`src/rtl/cps_pkg.sv`:
```
// Shared types and constants of the Chaikin polyline smoother.
package cps_pkg;

    localparam int RATIO_W     = 15;
    localparam int PASS_W      = 3;
    localparam int CFG_IDX_W   = 2;
    localparam int CFG_DATA_W  = 15;
    localparam int ROUND_SHIFT = 16;

    localparam logic [CFG_IDX_W-1:0] CFG_CUT_RATIO   = 2'd0;
    localparam logic [CFG_IDX_W-1:0] CFG_CLOSED_LOOP = 2'd1;
    localparam logic [CFG_IDX_W-1:0] CFG_PASS_COUNT  = 2'd2;

    localparam logic [RATIO_W-1:0] RATIO_MIN   = 15'd3277;
    localparam logic [RATIO_W-1:0] RATIO_MAX   = 15'd29491;
    localparam logic [RATIO_W-1:0] RATIO_RESET = 15'd16384;
    localparam logic [PASS_W-1:0]  PASS_RESET  = 3'd1;

    // Emission slots of one cell job, in output order
    localparam int SLOT_N  = 5;
    localparam int SLOT_P0 = 0;
    localparam int SLOT_P1 = 1;
    localparam int SLOT_V  = 2;
    localparam int SLOT_Q0 = 3;
    localparam int SLOT_Q1 = 4;

    typedef logic [SLOT_N-1:0] t_mask;

    // Side info that travels with every point along the chain
    typedef struct packed {
        logic               last;
        logic               err;
        logic [RATIO_W-1:0] ratio;
        logic               closed;
        logic [PASS_W-1:0]  passes;
    } t_ctl;

    typedef enum logic [2:0] {
        F_EMPTY,
        F_ONE,
        F_TWO,
        F_SEND1,
        F_SEND2,
        F_STREAM
    } t_fstate;

endpackage

```
`src/rtl/cps_front.sv`:
```
// Front gate: holds the first two vertices of a run, rejects short runs, samples run settings.
module cps_front #(
    parameter int COORD_BITS = 32,
    parameter int MAX_PASSES = 4
) (
    input  logic                                i_clk,
    input  logic                                i_rst_n,
    input  logic                                i_valid,
    output logic                                o_ready,
    input  logic [2:0][COORD_BITS-1:0]          i_pt,
    input  logic                                i_eol,
    input  logic [cps_pkg::RATIO_W-1:0]         i_cut_ratio,
    input  logic                                i_closed,
    input  logic [cps_pkg::PASS_W-1:0]          i_passes,
    output logic                                o_valid,
    input  logic                                i_ready,
    output logic [2:0][COORD_BITS-1:0]          o_pt,
    output cps_pkg::t_ctl                       o_ctl
);

    cps_pkg::t_fstate r_state, n_state;
    logic             r_ov, n_ov;
    logic [2:0][COORD_BITS-1:0] r_opt, n_opt;
    cps_pkg::t_ctl    r_octl, n_octl;
    logic [2:0][COORD_BITS-1:0] r_first, r_second, r_hold;
    logic             r_hold_eol;
    cps_pkg::t_ctl    r_run;
    cps_pkg::t_ctl    w_samp, w_run;
    logic             w_out_free, w_ready, w_accept, w_ld;
    logic             w_st_first, w_st_second, w_st_hold;

    assign w_out_free = !r_ov || i_ready;
    assign w_accept   = i_valid && w_ready;
    assign o_ready    = w_ready;
    assign o_valid    = r_ov;
    assign o_pt       = r_opt;
    assign o_ctl      = r_octl;

    // Clamp settings at the first vertex of a run
    always_comb begin
        w_samp        = '0;
        w_samp.closed = i_closed;
        if (i_cut_ratio < cps_pkg::RATIO_MIN) begin
            w_samp.ratio = cps_pkg::RATIO_MIN;
        end else if (i_cut_ratio > cps_pkg::RATIO_MAX) begin
            w_samp.ratio = cps_pkg::RATIO_MAX;
        end else begin
            w_samp.ratio = i_cut_ratio;
        end
        if (i_passes == '0) begin
            w_samp.passes = cps_pkg::PASS_W'(1);
        end else if (i_passes > cps_pkg::PASS_W'(MAX_PASSES)) begin
            w_samp.passes = cps_pkg::PASS_W'(MAX_PASSES);
        end else begin
            w_samp.passes = i_passes;
        end
        w_run = (r_state == cps_pkg::F_EMPTY) ? w_samp : r_run;
    end

    always_comb begin
        n_state     = r_state;
        n_opt       = r_opt;
        n_octl      = r_octl;
        w_ld        = 1'b0;
        w_ready     = 1'b0;
        w_st_first  = 1'b0;
        w_st_second = 1'b0;
        w_st_hold   = 1'b0;
        case (r_state)
            cps_pkg::F_EMPTY, cps_pkg::F_ONE: begin
                w_ready = w_out_free;
                if (i_valid && w_out_free) begin
                    if (i_eol) begin
                        // short run: one error beat
                        w_ld        = 1'b1;
                        n_opt       = '0;
                        n_octl      = w_run;
                        n_octl.err  = 1'b1;
                        n_octl.last = 1'b1;
                        n_state     = cps_pkg::F_EMPTY;
                    end else if (r_state == cps_pkg::F_EMPTY) begin
                        w_st_first = 1'b1;
                        n_state    = cps_pkg::F_ONE;
                    end else begin
                        w_st_second = 1'b1;
                        n_state     = cps_pkg::F_TWO;
                    end
                end
            end
            cps_pkg::F_TWO: begin
                w_ready = w_out_free;
                if (i_valid && w_out_free) begin
                    w_ld      = 1'b1;
                    w_st_hold = 1'b1;
                    n_opt     = r_first;
                    n_octl    = w_run;
                    n_state   = cps_pkg::F_SEND1;
                end
            end
            cps_pkg::F_SEND1: begin
                if (w_out_free) begin
                    w_ld    = 1'b1;
                    n_opt   = r_second;
                    n_octl  = r_run;
                    n_state = cps_pkg::F_SEND2;
                end
            end
            cps_pkg::F_SEND2: begin
                if (w_out_free) begin
                    w_ld        = 1'b1;
                    n_opt       = r_hold;
                    n_octl      = r_run;
                    n_octl.last = r_hold_eol;
                    n_state     = r_hold_eol ? cps_pkg::F_EMPTY : cps_pkg::F_STREAM;
                end
            end
            cps_pkg::F_STREAM: begin
                w_ready = w_out_free;
                if (i_valid && w_out_free) begin
                    w_ld        = 1'b1;
                    n_opt       = i_pt;
                    n_octl      = r_run;
                    n_octl.last = i_eol;
                    n_state     = i_eol ? cps_pkg::F_EMPTY : cps_pkg::F_STREAM;
                end
            end
            default: begin
                n_state = cps_pkg::F_EMPTY;
            end
        endcase
        if (w_ld) begin
            n_ov = 1'b1;
        end else if (i_ready) begin
            n_ov = 1'b0;
        end else begin
            n_ov = r_ov;
        end
    end

    always_ff @(posedge i_clk) begin
        if (!i_rst_n) begin
            r_state <= cps_pkg::F_EMPTY;
            r_ov    <= 1'b0;
        end else begin
            r_state <= n_state;
            r_ov    <= n_ov;
        end
    end

    always_ff @(posedge i_clk) begin
        r_opt  <= n_opt;
        r_octl <= n_octl;
        if (w_accept && r_state == cps_pkg::F_EMPTY) begin
            r_run <= w_samp;
        end
        if (w_st_first) begin
            r_first <= i_pt;
        end
        if (w_st_second) begin
            r_second <= i_pt;
        end
        if (w_st_hold) begin
            r_hold     <= i_pt;
            r_hold_eol <= i_eol;
        end
    end

    a_third_starts_run: assert property (@(posedge i_clk) disable iff (!i_rst_n)
        (w_accept && r_state == cps_pkg::F_TWO)
        |=> (r_ov && !r_octl.last && r_state == cps_pkg::F_SEND1))
        else $error("third vertex did not release the held vertices");

    a_err_closes_run: assert property (@(posedge i_clk) disable iff (!i_rst_n)
        (r_ov && r_octl.err) |-> (r_octl.last && r_opt == '0))
        else $error("error beat without last flag or with nonzero point");

endmodule

```
`config.mk`:
```
export PLATFORM = sky130hd
export DESIGN_NAME = cps_front
export DESIGN_NICKNAME = d
export VERILOG_FILES = /design/src/rtl/cps_pkg.sv /design/src/rtl/cps_front.sv
export SDC_FILE = /design/constraint.sdc
export NUM_CORES = 1
export LEC_CHECK = 0
export CAP_MARGIN = 25
export CORE_MARGIN = 5
export CORE_UTILIZATION = 30
export DETAILED_ROUTE_END_ITERATION = 8
export DONT_BUFFER_PORTS = 1
export PLACE_DENSITY = 0.51
export SLEW_MARGIN = 30
export SYNTH_ARGS = -nofsm -noshare
export SYNTH_HDL_FRONTEND = slang
export SYNTH_SLANG_ARGS = --single-unit
```
`constraint.sdc`:
```
create_clock -name i_clk -period 11.9 [get_ports i_clk]
set_clock_uncertainty 0.1 [all_clocks]
set_input_delay 1.785 -clock i_clk [delete_from_list [all_inputs] [get_ports i_clk]]
set_output_delay 1.785 -clock i_clk [all_outputs]
set_load 0.02 [all_outputs]
```
======== After elaboration in Yosys (flattened, before gate mapping) ========
Cells that the tools add are included.
storage, ports and cells
  register bits ........................... 429
  input bits .............................. 120
  output and inout bits ................... 119
  word-level logic and storage cells ...... 98
cells by class
  $lt $le $gt $ge ......................... 3
  equal/unequal tests ..................... 11
  muxes and demuxes ....................... 46
  reductions and logical operators ........ 15
operators with widths
  operator                                                      count
  2-to-1 mux 96 bit                                             6
  case mux 96 bit (5 select lines)                              1
  2-to-1 mux 21 bit                                             6
  case mux 21 bit (5 select lines)                              1
  2-to-1 mux 15 bit                                             2
  2-to-1 mux 3 bit                                              9
  2-to-1 mux 19 bit                                             1
  2-to-1 mux 1 bit                                              16
  greater-than comparator 15 bit, second input constant         1
  less-than comparator 15 x 12 -> 1 bit, second input constant  1
  case mux 3 bit (5 select lines)                               1
  inequality test 2 bit, second input constant                  6
  AND reduction 7 bit                                           1
  equality test 3 x 2 -> 1 bit, second input constant           2
  equality test 3 bit, second input constant                    2
  logical NOT 3 bit                                             2
  OR reduction 2 bit                                            3
  AND reduction 5 bit                                           1
  nonzero test 5 bit                                            1
  2-to-1 mux 2 bit                                              2
  OR reduction 4 bit                                            1
  equality test 3 x 1 -> 1 bit, second input constant           1
  greater-than comparator 3 bit, second input constant          1
  logical AND 1 bit                                             3
  4 further kinds                                               4

======== Depth between registers and ports, before layout ========
Gate-level depths: netlist (run 1).
  depth in word-level cells ............... 7
  mapped depth ............................ 8
  depth with buffers taken out ............ 6

======== Worst setup path after synthesis (run 1) ========
Ideal clock, no wire load.
  kind .................................... input port to flip-flop
  start ................................... input port i_ready
  end ..................................... register r_first[0] in the netlist's numbering, enable pin
  library setup time ...................... 0.668 ns
  arrival ................................. 8.690 ns
  required time ........................... 11.132 ns
  path slack .............................. 2.442 ns
  stages .................................. 3
  buffers on the path ..................... 0
  cells stage by stage .................... nand2b_1 -> nand2_1 -> nor3_1
between the ends
  word-level cells in the longest chain between the ends .. 4
RTL lines
  element               line              source
  start, declared       cps_front.sv:16   input logic i_ready,
  logical OR 1 bit      cps_front.sv:32   assign w_out_free = !r_ov || i_ready;
  logical AND 1 bit     cps_front.sv:72   if (i_valid && w_out_free) begin
  2-to-1 mux 1 bit      cps_front.sv:72
  2-to-1 mux 1 bit      cps_front.sv:69   case (r_state)
  net w_st_first        cps_front.sv:30   logic w_st_first, w_st_second, w_st_hold;
  end signal, assigned  cps_front.sv:157  r_first <= i_pt;
  end, declared         cps_front.sv:25   logic [2:0][COORD_BITS-1:0] r_first, r_second, r_hold;
The timed path passes the listed nets, and every way through them passes these cells.
A chain may end at the register's enable or synchronous reset.

======== Final worst setup path (run 1) ========
  start ................................... input port i_ready
  end ..................................... output port o_ready
between the ends
  word-level cells in the longest chain between the ends .. 2
RTL lines
  element           line             source
  logical OR 1 bit  cps_front.sv:32
  2-to-1 mux 1 bit  cps_front.sv:69
  end, declared     cps_front.sv:9   output logic o_ready,
No other way between the ends.

==> metrics.md, run 1 <==
| Metric | Value |
|---|---|
| Crit path from | i_ready |
| RSZ-0062 raised after global routing | no |
| Layout cell share with drive strength beyond 1 | 10.8% |
| Status | finished, final reports clean |
| Area leader, netlist | edfxtp_1 |
| Yosys top cell area share | 80.5% |
| Flop-to-flop setup slack | 8.77 ns |
| 1st-iter DRT viols | 570 |
| Critical path required time | 10.02 ns |
| Worst-margin pin slew | 0.920 ns |
| Initial core utilization | 30.2% |
| Yosys warns | 0 |
| TritonCTS clock tree | yes |
| Period minus WS final | 4.48 ns |
| Vias in the first global route | 8,530 |
| DRC | 0 |
| Crit-path slowest cell | a21oi_1 |
| TritonRoute pass-1 iters | 4 |
| CP max FO | 6 |
| Sequential element share of the synthesized area | 81.1% |
| Final hold violation count | 0 |
| Clock root buffer | clkbuf_16 |
| Pwr per Cell Area | 186 nW/µm² |
| Num Clock Sinks | 429 |
| CTS buffer count | 48 |
| Full die area | 57,500 µm² |
| Fin area | 18,300 µm² |
| Worst Hold Class | reg -> reg |
| Pin count of the biggest net entering global routing | 65 |
| Final Setup Violations | 0 |
| Final wirelength | 38.2 mm |
| Site row count | 84 |
| Startpoint Class | input pin |
| Die span in x | 240 µm |
| Final period utilization | 37.7% |
| Post-synthesis register bit count | 429 |
| GPL Wtd Cong | 0.743 |
| Dpl hpwl | 21.3 mm |
| Post-synth design cell area | 15,800 µm² |
| VDD IR-drop max | 0.000111 V |
| Core area | 52,400 µm² |
| H-tree depth | 2 |
| Fin Hold WS | 0.434 ns |
| Setup crit end kind | primary output |
| Synth top area cells | edfxtp_1 (81%), a22oi_1 (9.1%), a21oi_1 (3.5%) |
| Cells after synthesis | 917 |
| Maxcap violations | 0 |
| Slowest cell delay on critical path | 0.46 ns |
| Leak pwr | 5.28 nW |
| Port Buffers | 0 |
| Io pins | 239 |
| # hold bufs at CTS | 0 |
| Synth Flop Type | edfxtp_1 |
| Post-synth cell types | 39 |
| Die Y-Extent | 240 µm |
| Post-route ant nets | 0 |
| Post-CTS Resized | 0 |
| Average cell area after synthesis | 17.3 µm² |
| DR vias/cell | 5.08 |
| Fin. max-slew vios | 0 |
| Via count | 8,389 |
| Worst r2r path cells | 6 |
| EDFF count, synth | 425 |
| Critical-path cell list | nand2b_1 -> o21ai_0 -> a21oi_1 |
| Nets@finish | 1,046 |
| Setup TNS | 0 ns |
| CTS max path bufs | 3 |
| Avg WL per Cell | 23.1 µm |
| Dpl cell area | 16,600 µm² |
| CP Class | in -> out |
| Most frequent cells in the layout | edfxtp_1 (425), a22oi_1 (192), a21oi_1 (110) |
| Commonest non-fill, non-tap cell in the layout | edfxtp_1 |
| Initial antenna violation count | 0 |
| Peak Freq | 0.223 GHz |
| Critical Path Sink | o_ready |
| Critical path data arrival time | 2.60 ns |
| Postcts setup bufs | 0 |
| Synthesized Nets | 1,039 |
| Clk slew on worst S/H paths | 0.06 ns |
| Ant diodes | 0 |
| Worst-Skew Late Latency | 0.56 ns |
| Area grow syn2layout | 15.5% |
| Worst R2R End | o_pt[84] |
| First-pass GRT wire length | 56.5 mm |
| Worst reg2reg startpoint | r_state[1] |
| Post-synth ARST share | 0% |
| GRT Util Overall | 12.7% |
| GRT overflow | 0 |
| Worst slew margin | 38.6% |
area by class of cell:
class                      instances  area [µm²]
clock buffer                      58        1260
clock inverter                    31         322
fill                            4891       34100
inverter                           7        28.8
multi-input combinational        419        2740
sequential                       429       12800
tap                              688         861
timing repair buffer              19         246
power by group:
| group | internal [W] | switching, W | total (W) |
|---|---|---|---|
| registers | 0.00175 | 0.0000553 | 0.00180 |
| logic | 0.0000284 | 0.0000901 | 0.000119 |
| clock network | 0.000887 | 0.000596 | 0.00148 |
cell usage after synthesis (3+ instances only):
library cell and n:
a211oi_1 5, a21oi_1 111, a22o_1 11, a22oi_1 192, a31oi_1 4, buf_1 5
buf_2 19, buf_4 6, clkbuf_1 31, dfxtp_1 4, edfxtp_1 425, inv_1 5
mux2i_1 3, nand2_1 22, nand2b_1 6, nor2_1 17, nor2_2 3, nor3_1 4
o211ai_1 3, o21ai_0 15, or3_1 3
worst max-delay path, delay by kind of cell:
kind,cells,cell delay (ns)
compound gates,2,0.59
simple gates,1,0.22
layer usage:
layer / part of all wire, % / vias to the layer above / GRT usage, % / wire (µm)
met4: 2.0 / 0 / 3.11 / 747
met5: 0 / - / 0 / 0
li1: - / 3781 / - / -
met1: 43 / 4271 / 17.0 / 16300
met2: 46 / 279 / 19.7 / 17600
met3: 9.2 / 58 / 5.16 / 3500
state kept, by name, indices dropped and copies added, names as in the netlist:
name	cells
o_ctl	21
o_pt	96
o_valid	1
r_first	96
r_hold	96
r_hold_eol	1
r_run	19
r_second	96
r_state	3
through the flow:
step	util (%)	setup slack (ns)	power [W]	cells
2_1_floorplan	-	2.44	0.00192	917
3_3_place_gp	31.6	7.43	0.00195	1557
3_5_place_dp	31.7	7.43	0.00196	1559
4_1_cts	34.7	7.43	0.00346	1648
5_1_grt	34.9	7.32	0.00354	1651
6_report	34.9	7.42	0.00341	1651
kinds of logic after synthesis:
group                      synth area share (%)
DFF                                        81.1
AOI/OAI and AO/OA                          14.8
buffers and inverters                      1.93
adders and majority gates                 0.158
muxes                                     0.190
and+or+nand+nor                            1.90
worst min path at each step:
stage | from | end | slack [ns] | cells past startpoint
3_3_place_gp | r_run[9] | o_ctl[9] | 0.41 | 2
5_1_grt | r_run[16] | o_ctl[16] | 0.45 | 1
3_5_place_dp | r_run[16] | o_ctl[16] | 0.42 | 1
4_1_cts | r_run[9] | o_ctl[9] | 0.43 | 2
6_report | r_run[16] | o_ctl[16] | 0.43 | 1
2_1_floorplan | r_run[12] | o_ctl[12] | 0.40 | 2
(Power assumes the default switching activity.)
==> inputs of run 2 (changes only) <==
--- a/config.mk
+++ b/config.mk
@@ -5,6 +5,7 @@
 export SDC_FILE = /design/constraint.sdc
 export NUM_CORES = 1
 export LEC_CHECK = 0
+export ABC_AREA = 1
 export CAP_MARGIN = 25
 export CORE_MARGIN = 5
 export CORE_UTILIZATION = 30
==> constraint.sdc (replaced) <==
create_clock -name i_clk -period 4.7 [get_ports i_clk]
set_clock_uncertainty 0.1 [all_clocks]
set_input_delay 0.705 -clock i_clk [delete_from_list [all_inputs] [get_ports i_clk]]
set_output_delay 0.705 -clock i_clk [all_outputs]
set_load 0.02 [all_outputs]
==> run 2 against run 1 <==
  * Combinational power increased to 2.8 times the previous value
  * Worst hold slack got worse by 0.31 ns
  * Routed wire length increased by 8.8%
  * Register-to-register slack got worse by 6.8 ns
  * Largest power group unchanged
  * Highest routed layer unchanged
==> metrics.md, run 2 <==
| Metric | Value |
|---|---|
| Status | finished, final reports clean |
| DRC | 0 |
| Commonest non-fill, non-tap cell in the layout | edfxtp_1 |
| CP max FO | 52 |
| Avg WL per Cell | 22.3 µm |
| Port Buffers | 0 |
| GRT overflow | 0 |
| Post-synth ARST share | 0% |
| Final wirelength | 41.5 mm |
| 1st-iter DRT viols | 597 |
| Layout cell share with drive strength beyond 1 | 9.72% |
| H-tree depth | 2 |
| Synth top cells by count | edfxtp_1 (425), nand2_1 (288), a22oi_1 (96), a31oi_1 (96), inv_1 (36) |
| Fillers | 5,156 |
| Pwr per Cell Area | 463 nW/µm² |
| GR peak layer | met2 |
| Vias in the first global route | 9,436 |
| Full die area | 59,200 µm² |
| Site row count | 85 |
| Nets@finish | 1,248 |
| Post-synth design cell area | 16,300 µm² |
| Ant diodes | 0 |
| Top-count cell post-synth | edfxtp_1 |
| Clk slew on worst S/H paths | 0.06 ns |
| Via count | 9,255 |
| Postcts setup bufs | 0 |
| Synthesized Nets | 1,245 |
| TritonRoute pass-1 iters | 4 |
| TritonCTS clock tree | yes |
| CTS max path bufs | 3 |
| CTS buffer count | 48 |
| Post-synthesis register bit count | 429 |
| Die span in x | 243 µm |
| Initial antenna violation count | 0 |
| Sequential element share of the synthesized area | 78.7% |
| Most frequent cells in the layout | edfxtp_1 (425), nand2_1 (288), a22oi_1 (96), a31oi_1 (96), clkbuf_16 (49) |
| Period minus WS final | 2.77 ns |
| Fin. max-slew vios | 0 |
| Leak pwr | 5.57 nW |
| Critical path data arrival time | 2.86 ns |
| Pin count of the biggest net entering global routing | 97 |
| Final hold violation count | 0 |
| Synth top area cells | edfxtp_1 (78%), nand2_1 (6.6%), a22oi_1 (4.4%) |
| Maxcap violations | 0 |
| Worst r2r path cells | 8 |
| Post-CTS Resized | 0 |
| First-pass GRT wire length | 61.3 mm |
| Synth Flop Type | edfxtp_1 |
| Io pins | 239 |
| GPL Wtd Cong | 0.765 |
| Setup crit end kind | flip-flop |
| Yosys warns | 0 |
| Startpoint Class | flip-flop |
| Post-synth cell types | 30 |
| Die Y-Extent | 243 µm |
| Worst-Skew Late Latency | 0.57 ns |
| Average cell area after synthesis | 14.5 µm² |
| Worst Hold Class | in -> reg |
| VDD IR-drop max | 0.000229 V |
| Num Clock Sinks | 429 |
| GRT met3 Usage | 4.33% |
| Met2 Use GR | 22.3% |
| EDFF count, synth | 425 |
| Critical path required time | 4.79 ns |
| DR vias/cell | 4.98 |
| RSZ-0062 raised after global routing | no |
| Worst-margin pin slew | 0.949 ns |
| Clock root buffer | clkbuf_16 |
| Final period utilization | 58.8% |
| Worst slew margin | 36.8% |
| Core area | 53,800 µm² |
| PnR Total Power | 0.00865 W |
| # hold bufs at CTS | 0 |
| Dpl hpwl | 22.7 mm |
| Final core utilization | 34.7% |
| GRT Util Overall | 13.5% |
| Hold Path Depth | 0 |
| Area grow syn2layout | 14.5% |
| Cells after synthesis | 1,123 |
| Peak Freq | 0.362 GHz |
| CP Class | reg -> reg |
| Yosys top cell area share | 78.2% |
| Area leader, netlist | edfxtp_1 |
| Met1 usage in global routing | 16.7% |
| Post-route ant nets | 0 |
| Final Setup Violations | 0 |
| Initial core utilization | 30.3% |
[run 2: cell count changes after synthesis, sizes merged, moves of 17 or more]
cell,previous run,this run
inv,7,42
a22oi,192,96
buf,30,47
a31oi,5,96
nand2,22,294
a21oi,111,5
[run 2: report_power, final]
group	internal [W]	switching (W)	total, W
logic	0.0000693	0.000261	0.000330
registers	0.00444	0.000162	0.00460
clock network	0.00219	0.00153	0.00372
total	0.00670	0.00195	0.00865
[run 2: logic make-up (layout without fill, tap and decap cells)]
group                    Yosys count  in the layout  synth area share [%]
AND/OR/NAND/NOR                  353            353                  8.70
adder cells (fa/ha/maj)            2              2                 0.153
AO/OA/AOI/OAI                    234            234                  9.49
flip-flops                       429            429                  78.7
buffers and inverters            105            145                  2.96
[run 2: layout make-up]
type / count / area (µm²) / share of cell area (%)
timing repair buffer: 16 / 174 / 0.931
clock buffer: 54 / 1240 / 6.66
sequential: 429 / 12800 / 68.7
tap: 696 / 871 / 4.66
clock inverter: 33 / 329 / 1.76
inverter: 42 / 173 / 0.924
multi-input combinational: 589 / 3050 / 16.3
[run 2: per-layer routing]
layer	up-vias	wire [µm]	share of wire, %
met5	-	0	0
met4	0	959	2.3
met3	56	3240	7.8
met2	271	20100	48
met1	4706	17200	41
li1	4222	-	-
[run 2: stage by stage]
stage               worst slack, ns  area, µm²  TNS [ns]  hold WS, ns  instances
global placement               1.77      17100         0        0.425       1772
finish                         1.93      18700         0        0.122       1859
global route                   1.78      18700         0       0.0833       1859
detailed placement             1.93      17100         0        0.422       1772
floorplan                     -1.01      16400    -97.86        0.398       1123
CTS                            1.93      18700         0       0.0687       1859
[run 2: worst max-delay path, stage by stage (launching register included)]
cell and delay, ns:
dfxtp_1 0.54, inv_2 0.14, ha_4 0.18, inv_1 0.20, nand3_1 0.13, nand2_2 0.10
nand2_4 0.09, a211oi_4 0.19, buf_4 0.68
[run 2: path summary, 6_finish.rpt]
kind         slack, ns    endpoint  startpoint
min               0.12  r_hold[16]    i_pt[16]
max reg2reg       1.93    o_pt[30]  r_state[2]
min reg2reg       0.44  r_state[1]  r_state[1]
max               1.93    o_pt[30]  r_state[2]
==> inputs of run 3 (changes only) <==
--- a/config.mk
+++ b/config.mk
@@ -11,7 +11,7 @@
 export CORE_UTILIZATION = 30
 export DETAILED_ROUTE_END_ITERATION = 8
 export DONT_BUFFER_PORTS = 1
-export PLACE_DENSITY = 0.51
+export PLACE_DENSITY = 0.52
 export SLEW_MARGIN = 30
 export SYNTH_ARGS = -nofsm -noshare
 export SYNTH_HDL_FRONTEND = slang
==> constraint.sdc (replaced) <==
create_clock -name i_clk -period 2.45 [get_ports i_clk]
set_clock_uncertainty 0.1 [all_clocks]
set_input_delay 0.3675 -clock i_clk [delete_from_list [all_inputs] [get_ports i_clk]]
set_output_delay 0.3675 -clock i_clk [all_outputs]
set_load 0.02 [all_outputs]
==> run 3 against run 2 <==
  * Critical path depth decreased by 1
  * Worst hold slack lost 0.083 ns
  * First-iteration DRC count up 4.9%
  * Fmax grew 25%
  * Setup slack worse by 1.7 ns
  * Register-to-register slack got worse by 1.7 ns
  * Routed wire length down 0.11%
==> metrics.md, run 3 (same netlist as run 2, synthesis figures left out) <==
| Metric | Value |
|---|---|
| Status | finished, final reports clean |
| RSZ-0062 raised after global routing | no |
| GRT overflow | 0 |
| Clk slew on worst S/H paths | 0.06 ns |
| Post-route ant nets | 0 |
| Final period utilization | 90.3% |
| VDD IR-drop max | 0.000507 V |
| Leak pwr | 6.18 nW |
| Dpl hpwl | 23.9 mm |
| TritonRoute pass-1 iters | 5 |
| H-tree depth | 2 |
| Setup TNS | 0 ns |
| Flop-to-flop setup slack | 0.24 ns |
| Nets@finish | 1,382 |
| Period minus WS final | 2.21 ns |
| CP Class | reg -> reg |
| Postcts setup bufs | 0 |
| Critical-path cell list | inv_6 -> ha_4 -> clkinvlp_4 -> buf_4 -> nor2_4 -> a211oi_4 -> buf_12 |
| Critical path data arrival time | 2.33 ns |
| Worst-margin pin slew | 0.538 ns |
| DRC | 0 |
| Maxcap violations | 0 |
| Setup crit end kind | flip-flop |
| Crit-path slowest cell | dfxtp_2 |
| Startpoint Class | flip-flop |
| Die Y-Extent | 243 µm |
| Io pins | 239 |
| Final hold violation count | 0 |
| Worst Hold Class | in -> reg |
| Full die area | 59,200 µm² |
| 1st-iter DRT viols | 626 |
| CP max FO | 62 |
| Port Buffers | 0 |
| Vias in the first global route | 9,837 |
| Commonest non-fill, non-tap cell in the layout | edfxtp_1 |
| Initial antenna violation count | 5 |
| Die span in x | 243 µm |
| Worst reg2reg startpoint | r_state[2] |
| Num Clock Sinks | 429 |
| Final Setup Violations | 0 |
| Area grow syn2layout | 23.3% |
| Worst-Skew Late Latency | 0.57 ns |
| Avg WL per Cell | 20.8 µm |
| Initial core utilization | 30.3% |
| TritonCTS clock tree | yes |
| Fin. max-slew vios | 0 |
| Post-CTS Resized | 0 |
| Pwr per Cell Area | 818 nW/µm² |
| DR vias/cell | 4.85 |
| Layout cell share with drive strength beyond 1 | 10.8% |
| First-pass GRT wire length | 62.8 mm |
| Critical path required time | 2.57 ns |
| # hold bufs at CTS | 117 |
| CTS buffer count | 47 |
| GRT Util Overall | 13.6% |
| Clock root buffer | clkbuf_16 |
| Pin count of the biggest net entering global routing | 78 |
| Worst r2r path cells | 7 |
| Worst R2R End | o_pt[38] |
| GPL Wtd Cong | 0.764 |
| Fin Hold WS | 0.0391 ns |
| CTS max path bufs | 3 |
| Most frequent cells in the layout | edfxtp_1 (425), nand2_1 (286), dlygate4sd3_1 (117) |
| Final wirelength | 41.5 mm |
| Peak Freq | 0.452 GHz |
| Site row count | 85 |
| Crit path from | r_state[2] |
| Slowest cell delay on critical path | 0.48 ns |
| Critical Path Sink | o_pt[38] |
| Core area | 53,800 µm² |
| Worst slew margin | 64.0% |
| Via count | 9,687 |
run 3: cell types whose count changed in the layout (fill, tap and decap cells not counted), sizes merged:
cell         change
buf             +18
clkinv           +5
bufinv           -3
diode            +3
clkinvlp         -2
dlygate4sd3    +117
run 3: worst max-delay path: cells and delay by family (launching register included):
kind            cells  cell delay [ns]
flops               1             0.48
fa+ha+maj           1             0.17
simple gates        1             0.06
compound gates      1             0.32
buf+inv             4             0.63
run 3: routing by layer:
| metal | share of wire [%] | vias to the layer above | wire length, µm | GRT usage (%) |
|---|---|---|---|---|
| met5 | 0.046 | - | 19 | 0 |
| met2 | 48 | 237 | 19900 | 22.3 |
| met3 | 5.5 | 62 | 2300 | 3.37 |
| met1 | 44 | 4879 | 18300 | 17.9 |
| met4 | 2.3 | 4 | 965 | 4.19 |
| li1 | - | 4505 | - | - |
run 3: report_power, final:
part / internal, W / total (W) / switching, W
clock network: 0.00383 / 0.00673 / 0.00290
logic: 0.000322 / 0.000923 / 0.000600
registers: 0.00851 / 0.00882 / 0.000307
run 3: how the worst min path moves through the flow:
stage,endpoint,from,cells after the start
after floorplan,r_first[0],i_pt[0],0
after global placement,r_second[68],i_pt[68],0
after detailed placement,r_hold[25],i_pt[25],0
after CTS,o_pt[43],i_pt[43],2
after global routing,o_pt[39],i_pt[39],2
final,o_pt[39],i_pt[39],2
run 3: cell type report:
cell class	instances	area, µm²
antenna	3	7.51
clock buffer	54	1220
clock inverter	33	250
fill	5065	33700
inverter	42	179
multi-input combinational	589	3070
sequential	429	12800
tap	696	871
timing repair buffer	151	1680
run 3: through the flow:
step / setup slack, ns / util (%) / total power, W / cell area (µm²) / instances
finish: 0.239 / 37.4 / 0.0165 / 20100 / 1997
CTS: 0.227 / 37.4 / 0.0168 / 20100 / 1994
floorplan: -2.17 / - / 0.00938 / 16400 / 1123
global route: 0.141 / 37.4 / 0.0171 / 20100 / 1995
detailed placement: 0.236 / 32.5 / 0.00970 / 17500 / 1790
global placement: 0.276 / 32.5 / 0.00968 / 17500 / 1790
